`config.mk`:
```
export PLATFORM = sky130hd
export DESIGN_NAME = sgr_queue
export DESIGN_NICKNAME = d
export VERILOG_FILES = /design/src/hdl/sgr_pkg.sv /design/src/hdl/sgr_queue.sv
export SDC_FILE = /design/constraint.sdc
export NUM_CORES = 1
export LEC_CHECK = 0
export ABC_AREA = 1
export BUFFER_PORTS_ARGS = -buffer_cell sky130_fd_sc_hd__buf_2
export CAP_MARGIN = 10
export CORE_MARGIN = 4
export CORE_UTILIZATION = 50
export CTS_BUF_LIST = sky130_fd_sc_hd__clkbuf_16
export CTS_CLUSTER_SIZE = 12
export DETAILED_ROUTE_END_ITERATION = 8
export PLACE_DENSITY = 0.7
export SYNTH_ARGS = -nofsm -noshare
export SYNTH_HDL_FRONTEND = slang
export SYNTH_SLANG_ARGS = --single-unit
```
`constraint.sdc`:
```
create_clock -name clk -period 5.8 [get_ports clk]
set_input_delay 0 -clock clk [delete_from_list [all_inputs] [get_ports clk]]
set_output_delay 0 -clock clk [all_outputs]
set_load 0.005 [all_outputs]
```
`src/hdl/sgr_pkg.sv`:
```
package sgr_pkg;

    localparam int CELL_WIDTH_DEF  = 8;
    localparam int CELL_HEIGHT_DEF = 8;
    localparam int GLYPH_COUNT     = 129;
    localparam int GLYPH_ROWS      = 8;
    localparam int WIDE_GLYPH      = 128;
    localparam int LANES           = 32;
    localparam int THR_N           = 7;
    localparam int QUEUE_DEPTH     = 4;

    localparam logic [5:0] SCALE_MIN   = 6'd2;
    localparam logic [5:0] SCALE_MAX   = 6'd40;
    localparam logic [5:0] SCALE_RESET = 6'd10;

    localparam logic [13:0] SCREEN_W_RESET = 14'd640;
    localparam logic [13:0] SCREEN_H_RESET = 14'd480;

    localparam int IN_TDATA_W  = 112;
    localparam int OUT_TDATA_W = 144;
    localparam int CFG_INDEX_W = 2;
    localparam int CFG_DATA_W  = 14;

    localparam logic [CFG_INDEX_W-1:0] REG_FONT_SCALE    = 2'd0;
    localparam logic [CFG_INDEX_W-1:0] REG_SCREEN_WIDTH  = 2'd1;
    localparam logic [CFG_INDEX_W-1:0] REG_SCREEN_HEIGHT = 2'd2;
    localparam logic [CFG_INDEX_W-1:0] REG_PIXEL_FORMAT  = 2'd3;

    localparam logic [1:0] PIX_555   = 2'd0;
    localparam logic [1:0] PIX_565   = 2'd1;
    localparam logic [1:0] PIX_24    = 2'd2;
    localparam logic [1:0] PIX_32    = 2'd3;
    localparam logic [1:0] PIX_RESET = PIX_32;

    localparam logic ACT_DRAW = 1'b0;
    localparam logic ACT_LOAD = 1'b1;

    localparam logic [23:0] PALETTE [16] = '{
        24'h000000, 24'h0000aa, 24'h00aa00, 24'h00aaaa,
        24'haa0000, 24'haa00aa, 24'haa5500, 24'haaaaaa,
        24'h555555, 24'h5555ff, 24'h55ff55, 24'h55ffff,
        24'hff5555, 24'hff55ff, 24'hffff55, 24'hffffff
    };

    typedef struct packed {
        logic [5:0]                  w;
        logic [6:0]                  h;
        logic [5:0]                  rows;
        logic [LANES-1:0]            wmask;
        logic [LANES-1:0][2:0]       col_map;
        logic [THR_N-1:0][8:0]       thr;
    } geom_t;

    typedef struct packed {
        logic [13:0] bx;
        logic [14:0] ybase;
        logic [23:0] fg;
        logic [23:0] bg;
        logic [63:0] glyph;
    } entry_t;

    typedef struct packed {
        logic full;
        logic empty;
    } q_status_t;

    typedef struct packed {
        logic       busy;
        logic [4:0] cy;
    } bk_status_t;

    // x/10 for x < 1024
    function automatic logic [6:0] div10(input logic [9:0] x);
        logic [17:0] p;
        p = 18'(x) * 18'd205;
        return p[17:11];
    endfunction

    function automatic logic [23:0] pack_colour(input logic [23:0] c, input logic [1:0] fmt);
        logic [23:0] r;
        unique case (fmt)
            PIX_555: r = ((c >> 9) & 24'h7c00) | ((c >> 6) & 24'h3e0) | ((c >> 3) & 24'h1f);
            PIX_565: r = ((c >> 8) & 24'hf800) | ((c >> 5) & 24'h7e0) | ((c >> 3) & 24'h1f);
            PIX_24:  r = c;
            PIX_32:  r = c;
        endcase
        return r;
    endfunction

    function automatic geom_t calc_geom(input logic [5:0] scale, input logic [3:0] cell_w,
                                        input logic [4:0] cell_h);
        logic [5:0] sc;
        logic [9:0] pw;
        logic [9:0] ph;
        logic [9:0] pr;
        logic [6:0] wq;
        logic [6:0] rq;
        logic [8:0] ten_k;
        logic [2:0] cnt;
        geom_t      g;
        if (scale < SCALE_MIN)
            sc = SCALE_MIN;
        else if (scale > SCALE_MAX)
            sc = SCALE_MAX;
        else
            sc = scale;
        pw = 10'(cell_w) * 10'(sc);
        ph = 10'(cell_h) * 10'(sc);
        pr = 10'(GLYPH_ROWS) * 10'(sc);
        wq = div10(pw);
        rq = div10(pr);
        g.w    = (wq > 7'(LANES)) ? 6'(LANES) : wq[5:0];
        g.h    = div10(ph);
        g.rows = (rq > 7'(LANES)) ? 6'(LANES) : rq[5:0];
        for (int j = 0; j < THR_N; j++)
            g.thr[j] = 9'(j + 1) * 9'(sc);
        for (int k = 0; k < LANES; k++)
        begin
            ten_k = 9'(k * 10);
            cnt = 3'd0;
            for (int j = 0; j < THR_N; j++)
            begin
                if (g.thr[j] <= ten_k)
                    cnt = cnt + 3'd1;
            end
            g.col_map[k] = cnt;
            g.wmask[k]   = 6'(k) < g.w;
        end
        return g;
    endfunction

endpackage

```
`src/hdl/sgr_queue.sv`:
```
module sgr_queue #(
    parameter int DEPTH = sgr_pkg::QUEUE_DEPTH
) (
    input  logic                clk,
    input  logic                rst_n,
    input  logic                push,
    input  sgr_pkg::entry_t     push_entry,
    input  logic                pop,
    output sgr_pkg::entry_t     head,
    output sgr_pkg::q_status_t  status
);
    import sgr_pkg::*;

    localparam int PTR_W = (DEPTH > 1) ? $clog2(DEPTH) : 1;
    localparam int CNT_W = $clog2(DEPTH + 1);

    entry_t             q_mem [DEPTH];
    logic [PTR_W-1:0]   wr_ptr_reg;
    logic [PTR_W-1:0]   rd_ptr_reg;
    logic [CNT_W-1:0]   count_reg;

    function automatic logic [PTR_W-1:0] bump(input logic [PTR_W-1:0] p);
        return (p == PTR_W'(DEPTH - 1)) ? '0 : p + PTR_W'(1);
    endfunction

    always_ff @(posedge clk)
    begin
        if (push)
            q_mem[wr_ptr_reg] <= push_entry;
    end

    always_ff @(posedge clk or negedge rst_n)
    begin
        if (!rst_n)
        begin
            wr_ptr_reg <= '0;
            rd_ptr_reg <= '0;
            count_reg  <= '0;
        end
        else
        begin
            if (push)
                wr_ptr_reg <= bump(wr_ptr_reg);
            if (pop)
                rd_ptr_reg <= bump(rd_ptr_reg);
            if (push && !pop)
                count_reg <= count_reg + CNT_W'(1);
            else if (pop && !push)
                count_reg <= count_reg - CNT_W'(1);
        end
    end

    assign head         = q_mem[rd_ptr_reg];
    assign status.full  = count_reg == CNT_W'(DEPTH);
    assign status.empty = count_reg == '0;

endmodule

```
# Word-level counts from Yosys, hierarchy flattened
# Memories as Yosys holds them, arrays and structs flattened.
# Cells that the tools add are included.
# Widths: inputs -> output; s select.
[totals]
reg_bits = 7
out_inout_bits = 143
ramBits = 564
n_memories = 1
input_bits = 145
wordCells = 23
[classes]
n_reduce_logical = 6
n_mux = 6
add_sub_neg = 4
n_eq_ne = 3
[memory_table]
columns = ["memory", "depth", "width", "read_ports", "rd_clocked_by_memory_dff", "wr", "line_no", "text"]
rows = [
  ["q_mem", 4, 141, 1, 0, 1, "sgr_queue.sv:17", "entry_t q_mem [DEPTH];"],
]
[op_table]
columns = ["cell", "count"]
rows = [
  ["$mux 3", 2],
  ["$add 2x1->2 const B", 2],
  ["$eq 2x2->1 const B", 2],
  ["$mux 2", 2],
  ["$add 3x1->3 const B", 1],
  ["$eq 3x3->1 const B", 1],
  ["$logic_not 3->1", 1],
  ["$sub 3x1->3 const B", 1],
  ["$logic_and 1x1->1", 2],
  ["$logic_not 1->1", 2],
  ["$mux 1", 2],
  ["$reduce_bool 2->1", 1],
]

# Longest topological paths before layout
# Gate-level depths: netlist of run 1.
[logic_depth]
ltp_word = 4
depth_mapped = 9
depth_no_buf = 9

# Worst setup path before layout of run 1
# Ideal clock, no wire load.
[synth_timing]
path_type = "reg2reg"
startpoint = "reg wr_ptr_reg[0]"
endpoint = "mem q_mem[2][0] in the netlist's numbering (enable)"
period_less_slack_ns = 3.867
slack_ns = 1.933
path_stages_with_launch = 5
path_buffers = 0
t_arrival_ns = 3.373
required_ns = 5.306
setup_time_ns = 0.494
path_cell_list = "dfrtp_1 -> inv_1 -> ha_1 -> nand2_1 -> inv_1"
[synth_rtl]
columns = ["item", "line_no", "text"]
rows = [
  ["start, declared", "sgr_queue.sv:18", "logic [PTR_W-1:0] wr_ptr_reg;"],
  ["start signal, assigned", "sgr_queue.sv:43", "wr_ptr_reg <= bump(wr_ptr_reg);"],
  ["end, declared", "sgr_queue.sv:17", ""],
]
# Straight into the memory's write port.

==> reports/qor.yml, run 1 <==
synth_xor_area_share_pct: 0.0381
worstSkewPairLatency_ns: 0.60
critPathRequiredTime_ns: 5.80
grt_first_pass_wirelength_mm: 74.3
drive_above_1_share_pct: 17.4
dieArea_um2: 49500
regArea_um2: 17100
synthDistinctLibCells: 20
multi_input_area_um2: 3910
cts_made_buffers: 58
synth_top_family_by_area: "compound AO/OA/AOI/OAI gates"
relSlewSlack_pct: 25.1
synth_simple_gate_area_share_pct: 7.27
yosysSeqAreaShare_pct: 74.4
status: "complete, no violations"
largest_reg_flops: 564
grt_overflow: 0
grt_usage_pct: 18.7
netlist_area_um2: 23000
cp_slowest_cell: "buf_4"
cts_hold_buf: 145
synth_top_cell_area_share_pct: 73.6
rows: 78
hold_viol: 0
synth_fa_ha_area_share_pct: 0.413
drt_iter0_markers: 834
power.density_nw_per_um2: 453
htree_levels: 2
path_class: "reg -> out"
path_cells: "inv_16 -> buf_4 -> nand2_1 -> o211ai_1 -> nand2_1 -> buf_2"
cts_resized: 0
leakagePower_nw: 11.3
coreArea_um2: 45500
routabilityCongestion: 0.764
port_buffers: 287
first_pass_iters: 5
die_w_um: 223
max_freq_mhz: 307
area_delta_synth_final_pct: 20.4
synth_compound_area_share_pct: 9.29
start_kind: "flip-flop"
cts_root_buf: "clkbuf_16"
peakVddDrop_uv: 424
cts_tree: "done"
slowest_delay_ns: 0.78
clk_pin_slew_ns: 0.06
fin_nets: 2261
cp_common_cell: "nand2_1"
synth_edf_count: 564
synth_common_cells: "564 x edfxtp_1, 438 x nand2_1, 293 x inv_1, 282 x o211ai_1, 63 x buf_6"
yosys_warnings: 0
post_cts.repair.setup_buffers: 0
initial_core_util_pct: 50.6
totalWireLength_mm: 47.5
clock-sinks: 571
yosysTopAreaCell: "edfxtp_1"
wire_per_inst_um: 17.2
synthMuxAreaShare_pct: 0
pin_count: 288
period_share_pct: 56.1
cts.path.max_buffers: 3
ant_nets: 0
setup-tns-final_ns: 0
grt_max_degree: 339
synth_cells: 1697
netlist_top_cells_area: "edfxtp_1 74%, o211ai_1 9.2%, nand2_1 7.1%, inv_1 4.8%, buf_6 3.1%"
hold_path_class: "in -> reg"
synth.most_common_cell: "edfxtp_1"
rsz0062_at_grt: "false"
path_delay_family: "buffers and inverters"
cp_max_fo: 338
finClkSkew_ns: 0.0197
power_mw: 12.6
ys_ff_latch: 571
synth_fp_nets: 1849
grt_pass1_vias: 14100
num-fill-cells: 3445
antenna_found_initial: 3
final-max-slew-violation-count: 0
finalCriticalPeriod_ns: 3.25
drv_cap: 0
synthFlopType: "edfxtp_1"
die_h_um: 223
dp_hpwl_mm: 25.6
critPathArrivalTime_ns: 3.25
tightest_slew_ns: 1.12
drc: 0
path_buf_inv: 3
setup_viol: 0
ys_async_sr_fraction_pct: 1.23
avgViaCountPerCell: 5.09
synth_area_per_cell_um2: 13.6
r2r_slack_ns: 3.25
endpoint_kind: "output port"
vias: 14000
==> stage by stage <==
stage | util [%] | hold WS (ns) | instances | area [um2] | setup WS, ns
detailed placement | 53.8 | -0.157 | 2504 | 24500 | 3.20
CTS | 60.9 | 0.110 | 2755 | 27700 | 2.55
global route | 60.9 | 0.131 | 2758 | 27700 | 2.27
finish | 60.9 | 0.153 | 2758 | 27700 | 2.55
global placement | 53.8 | -0.160 | 2504 | 24500 | 3.17
floorplan | - | -0.296 | 1697 | 23000 | 1.93
==> worst reg2reg max path, delay by kind of cell, from the launching register on <==
family	cells	cell delay, ns
buffers and inverters	3	1.49
flip-flops	1	0.41
adder cells (fa/ha/maj)	1	0.15
AND/OR/NAND/NOR	1	0.10
==> area by class of cell <==
cell class	count	area share, %
flip-flops and latches	571	61.8
inverters	295	4.14
diodes	3	0.0271
clock buffers	61	5.51
multi-input cells	738	14.1
repair buffers	445	10.9
well taps	600	2.71
clock inverters	45	0.827
==> worst paths after layout <==
path	startpoint	endpoint	cells after the start
worst max register to register	wr_ptr_reg[0]$_DFFE_PN0P_	q_mem[0][39]$_DFFE_PP_	5
max in group asynchronous	rst_n	rd_ptr_reg[1]$_DFFE_PN0P_	3
worst max-delay path	rd_ptr_reg[0]$_DFFE_PN0P_	head[32]	6
worst min register to register	count_reg[2]$_DFFE_PN0P_	count_reg[2]$_DFFE_PN0P_	2
worst min-delay path	push_entry[91]	q_mem[3][91]$_DFFE_PP_	2
min in group asynchronous	rst_n	count_reg[2]$_DFFE_PN0P_	3
==> placed cells by master (no fill, tap or decap), drive strengths merged, types with 2 or more instances in the layout <==
cell | Yosys | final
buf | 87 | 300
bufinv | 0 | 2
clkbuf | 6 | 61
clkinv | 0 | 15
dfrtp | 7 | 7
diode | 0 | 3
dlygate4sd3 | 0 | 145
edfxtp | 564 | 564
ha | 6 | 6
inv | 295 | 322
nand2 | 438 | 438
nor2 | 2 | 2
nor3 | 2 | 2
o211ai | 282 | 282
o21ai | 4 | 4
==> power breakdown <==
| group | total (mW) | leakage [nW] | switching [mW] | internal (mW) |
|---|---|---|---|---|
| Sequential | 5.49 | 5.26 | 0.205 | 5.29 |
| Combinational | 3.65 | 5.05 | 2.38 | 1.26 |
| Clock | 3.41 | 0.955 | 1.45 | 1.96 |
==> metal layers <==
metal  routed length (um)  track usage, %  vias to the layer above
li1                     -               -                     6789
met3                 2660            3.95                       85
met4                 1220            6.14                        0
met1                20300            24.1                     6805
met2                23400            32.1                      353
met5                    0               0                        -
==> kinds of logic (layout without fill, tap and decap cells) <==
group	count (synthesis)	after routing
compound gates	286	286
xor+xnor	1	1
fa+ha+maj	7	7
buf+inv	388	846
flops	571	571
other cells	0	3
simple gates	444	444
Power figures use the tool's default switching activity.
==> run 2: changes to the inputs <==
Settings changed: PLACE_DENSITY 0.7 to 0.73.
Clock period 5.8 ns to 2.8 ns, I/O delays scaled along.
==> reports/qor.yml, run 2 (synthesized netlist as in run 1, its figures left out) <==
hold_path_class: "in -> reg"
status: "complete, no violations"
num-fill-cells: 3353  # -2.7%
coreArea_um2: 45500  # unchanged
area_delta_synth_final_pct: 21.5
setup_viol: 0  # unchanged
ant_nets: 0  # unchanged
period_share_pct: 90.3
drc: 0  # unchanged
grt_overflow: 0  # unchanged
path_class: "reg -> out"
hold_start: "push_entry[120]"
cts_made_buffers: 57  # -1.7%
relSlewSlack_pct: 40.5  # +15 points
startpoint: "rd_ptr_reg[0]$_DFFE_PN0P_"
port_buffers: 287  # unchanged
grt_pass1_vias: 13800  # -2.0%
mostFrequentLayoutCells: "564 x edfxtp_1, 434 x nand2_1, 301 x inv_1, 287 x buf_2, 282 x o211ai_1"
fin_nets: 2281  # +0.88%
hold_viol: 0  # unchanged
first_pass_iters: 5  # unchanged
stdcell_area_um2: 27900  # +0.89%
peakVddDrop_uv: 612  # +44%
antenna_found_initial: 5  # +2
power_mw: 26.1  # +110%
critPathRequiredTime_ns: 2.80  # -3.00 ns
dp_hpwl_mm: 27.4  # +7.1%
vias: 14100  # +0.36%
cts_tree: "done"
cts_resized: 0  # unchanged
cts_root_buf: "clkbuf_16"
final_core_util_pct: 61.5  # +0.54 points
power.density_nw_per_um2: 933  # +110%
drive_above_1_share_pct: 18.8  # +1.5 points
leakagePower_nw: 11.3  # +0.30%
clk_pin_slew_ns: 0.06  # about the same
initial_core_util_pct: 50.6  # unchanged
dieArea_um2: 49500  # unchanged
cts.path.max_buffers: 3  # unchanged
post_cts.repair.setup_buffers: 0  # unchanged
finalCriticalPeriod_ns: 2.53
max_freq_mhz: 396
start_kind: "flip-flop"
critPathArrivalTime_ns: 2.53  # -0.72 ns
grt_usage_pct: 18.9  # +0.12 points
final-max-slew-violation-count: 0  # unchanged
tightest_slew_ns: 0.893  # -0.230 ns
setup-tns-final_ns: 0  # unchanged
totalWireLength_mm: 47.8  # +0.61%
reg2reg_from: "wr_ptr_reg[0]$_DFFE_PN0P_"
pin_count: 288  # unchanged
die_h_um: 223  # unchanged
layout_commonest_cell: "edfxtp_1"
clock-sinks: 571  # unchanged
grt_first_pass_wirelength_mm: 74.6  # +0.37%
rows: 78  # unchanged
cp_max_fo: 211  # -38%
htree_levels: 2  # unchanged
drv_cap: 0  # unchanged
r2r_slack_ns: 0.71  # -2.54 ns
endpoint_kind: "output port"
grt_max_degree: 212  # -37%
die_w_um: 223  # unchanged
rsz0062_at_grt: "false"
finClkSkew_ns: 0.00825  # -0.0114 ns
avgViaCountPerCell: 5.10  # +0.25%
routabilityCongestion: 0.746  # -2.4%
wire_per_inst_um: 17.3  # +0.51%
largest_reg_flops: 564  # unchanged
placed_area_um2: 24900  # +1.5%
drt_iter0_markers: 934  # +12%
worstSkewPairLatency_ns: 0.58  # -0.02 ns
[run 2: cell types whose count changed in the layout (fill, tap and decap cells not counted), sizes merged]
| cell | previous run | this run |
|---|---|---|
| clkinvlp | 1 | 5 |
| clkbuf | 61 | 59 |
| clkinv | 15 | 12 |
| bufinv | 2 | 1 |
| buf | 300 | 321 |
| inv | 322 | 306 |
[run 2: power breakdown]
group	internal [mW]	total (mW)	switching, mW
sequential	10.9	11.3	0.342
combinational	2.92	8.03	5.11
clock	3.82	6.75	2.93
total	17.7	26.1	8.37
[run 2: what timing repair did]
action / in CTS / in global routing
hold buffers: 145 / 0
hold endpoints to repair: 578 / 0
setup endpoints to repair: 0 / 0
[run 2: layout make-up]
cell class              count  area, um2  share of cell area, %
flip-flops and latches    571      17100                   61.2
multi-input cells         738       3930                   14.1
repair buffers            466       3370                   12.1
clock buffers              59       1480                   5.28
inverters                 295       1140                   4.09
well taps                 600        751                   2.69
clock inverters            29        151                  0.542
diodes                      3       7.51                 0.0269
[run 2: through the flow]
| stage | setup slack, ns | cells | hold WS [ns] |
|---|---|---|---|
| global route | 0.135 | 2761 | 0.131 |
| finish | 0.272 | 2761 | 0.151 |
| global placement | 0.644 | 2525 | -0.142 |
| detailed placement | 0.672 | 2525 | -0.138 |
| floorplan | -0.346 | 1697 | -0.296 |
| CTS | 0.213 | 2758 | 0.105 |
[run 2: layer usage]
| metal | part of all wire [%] | vias to the layer above | global-route usage, % |
|---|---|---|---|
| met5 | 0.036 | - | 0 |
| met2 | 50 | 416 | 32.4 |
| met1 | 42 | 6757 | 24.5 |
| li1 | - | 6818 | - |
| met3 | 6.5 | 88 | 4.14 |
| met4 | 2.2 | 4 | 5.33 |
[run 2: final timing paths]
kind                                             end  cells past startpoint
setup / recovery                           head[111]                      6
hold / removal               q_mem[0][120]$_DFFE_PP_                      2
setup reg to reg             q_mem[0][113]$_DFFE_PP_                      5
hold reg to reg             count_reg[2]$_DFFE_PN0P_                      2
max in group asynchronous  rd_ptr_reg[1]$_DFFE_PN0P_                      3
min in group asynchronous   count_reg[0]$_DFFE_PN0P_                      3
[run 2: worst max-delay path, cell delays in order, from the launching register on]
cell      delay [ns]
dfrtp_1         0.50
inv_16          0.43
buf_12          0.29
nand2_1         0.08
o211ai_1        0.10
nand2_1         0.09
buf_2           0.14
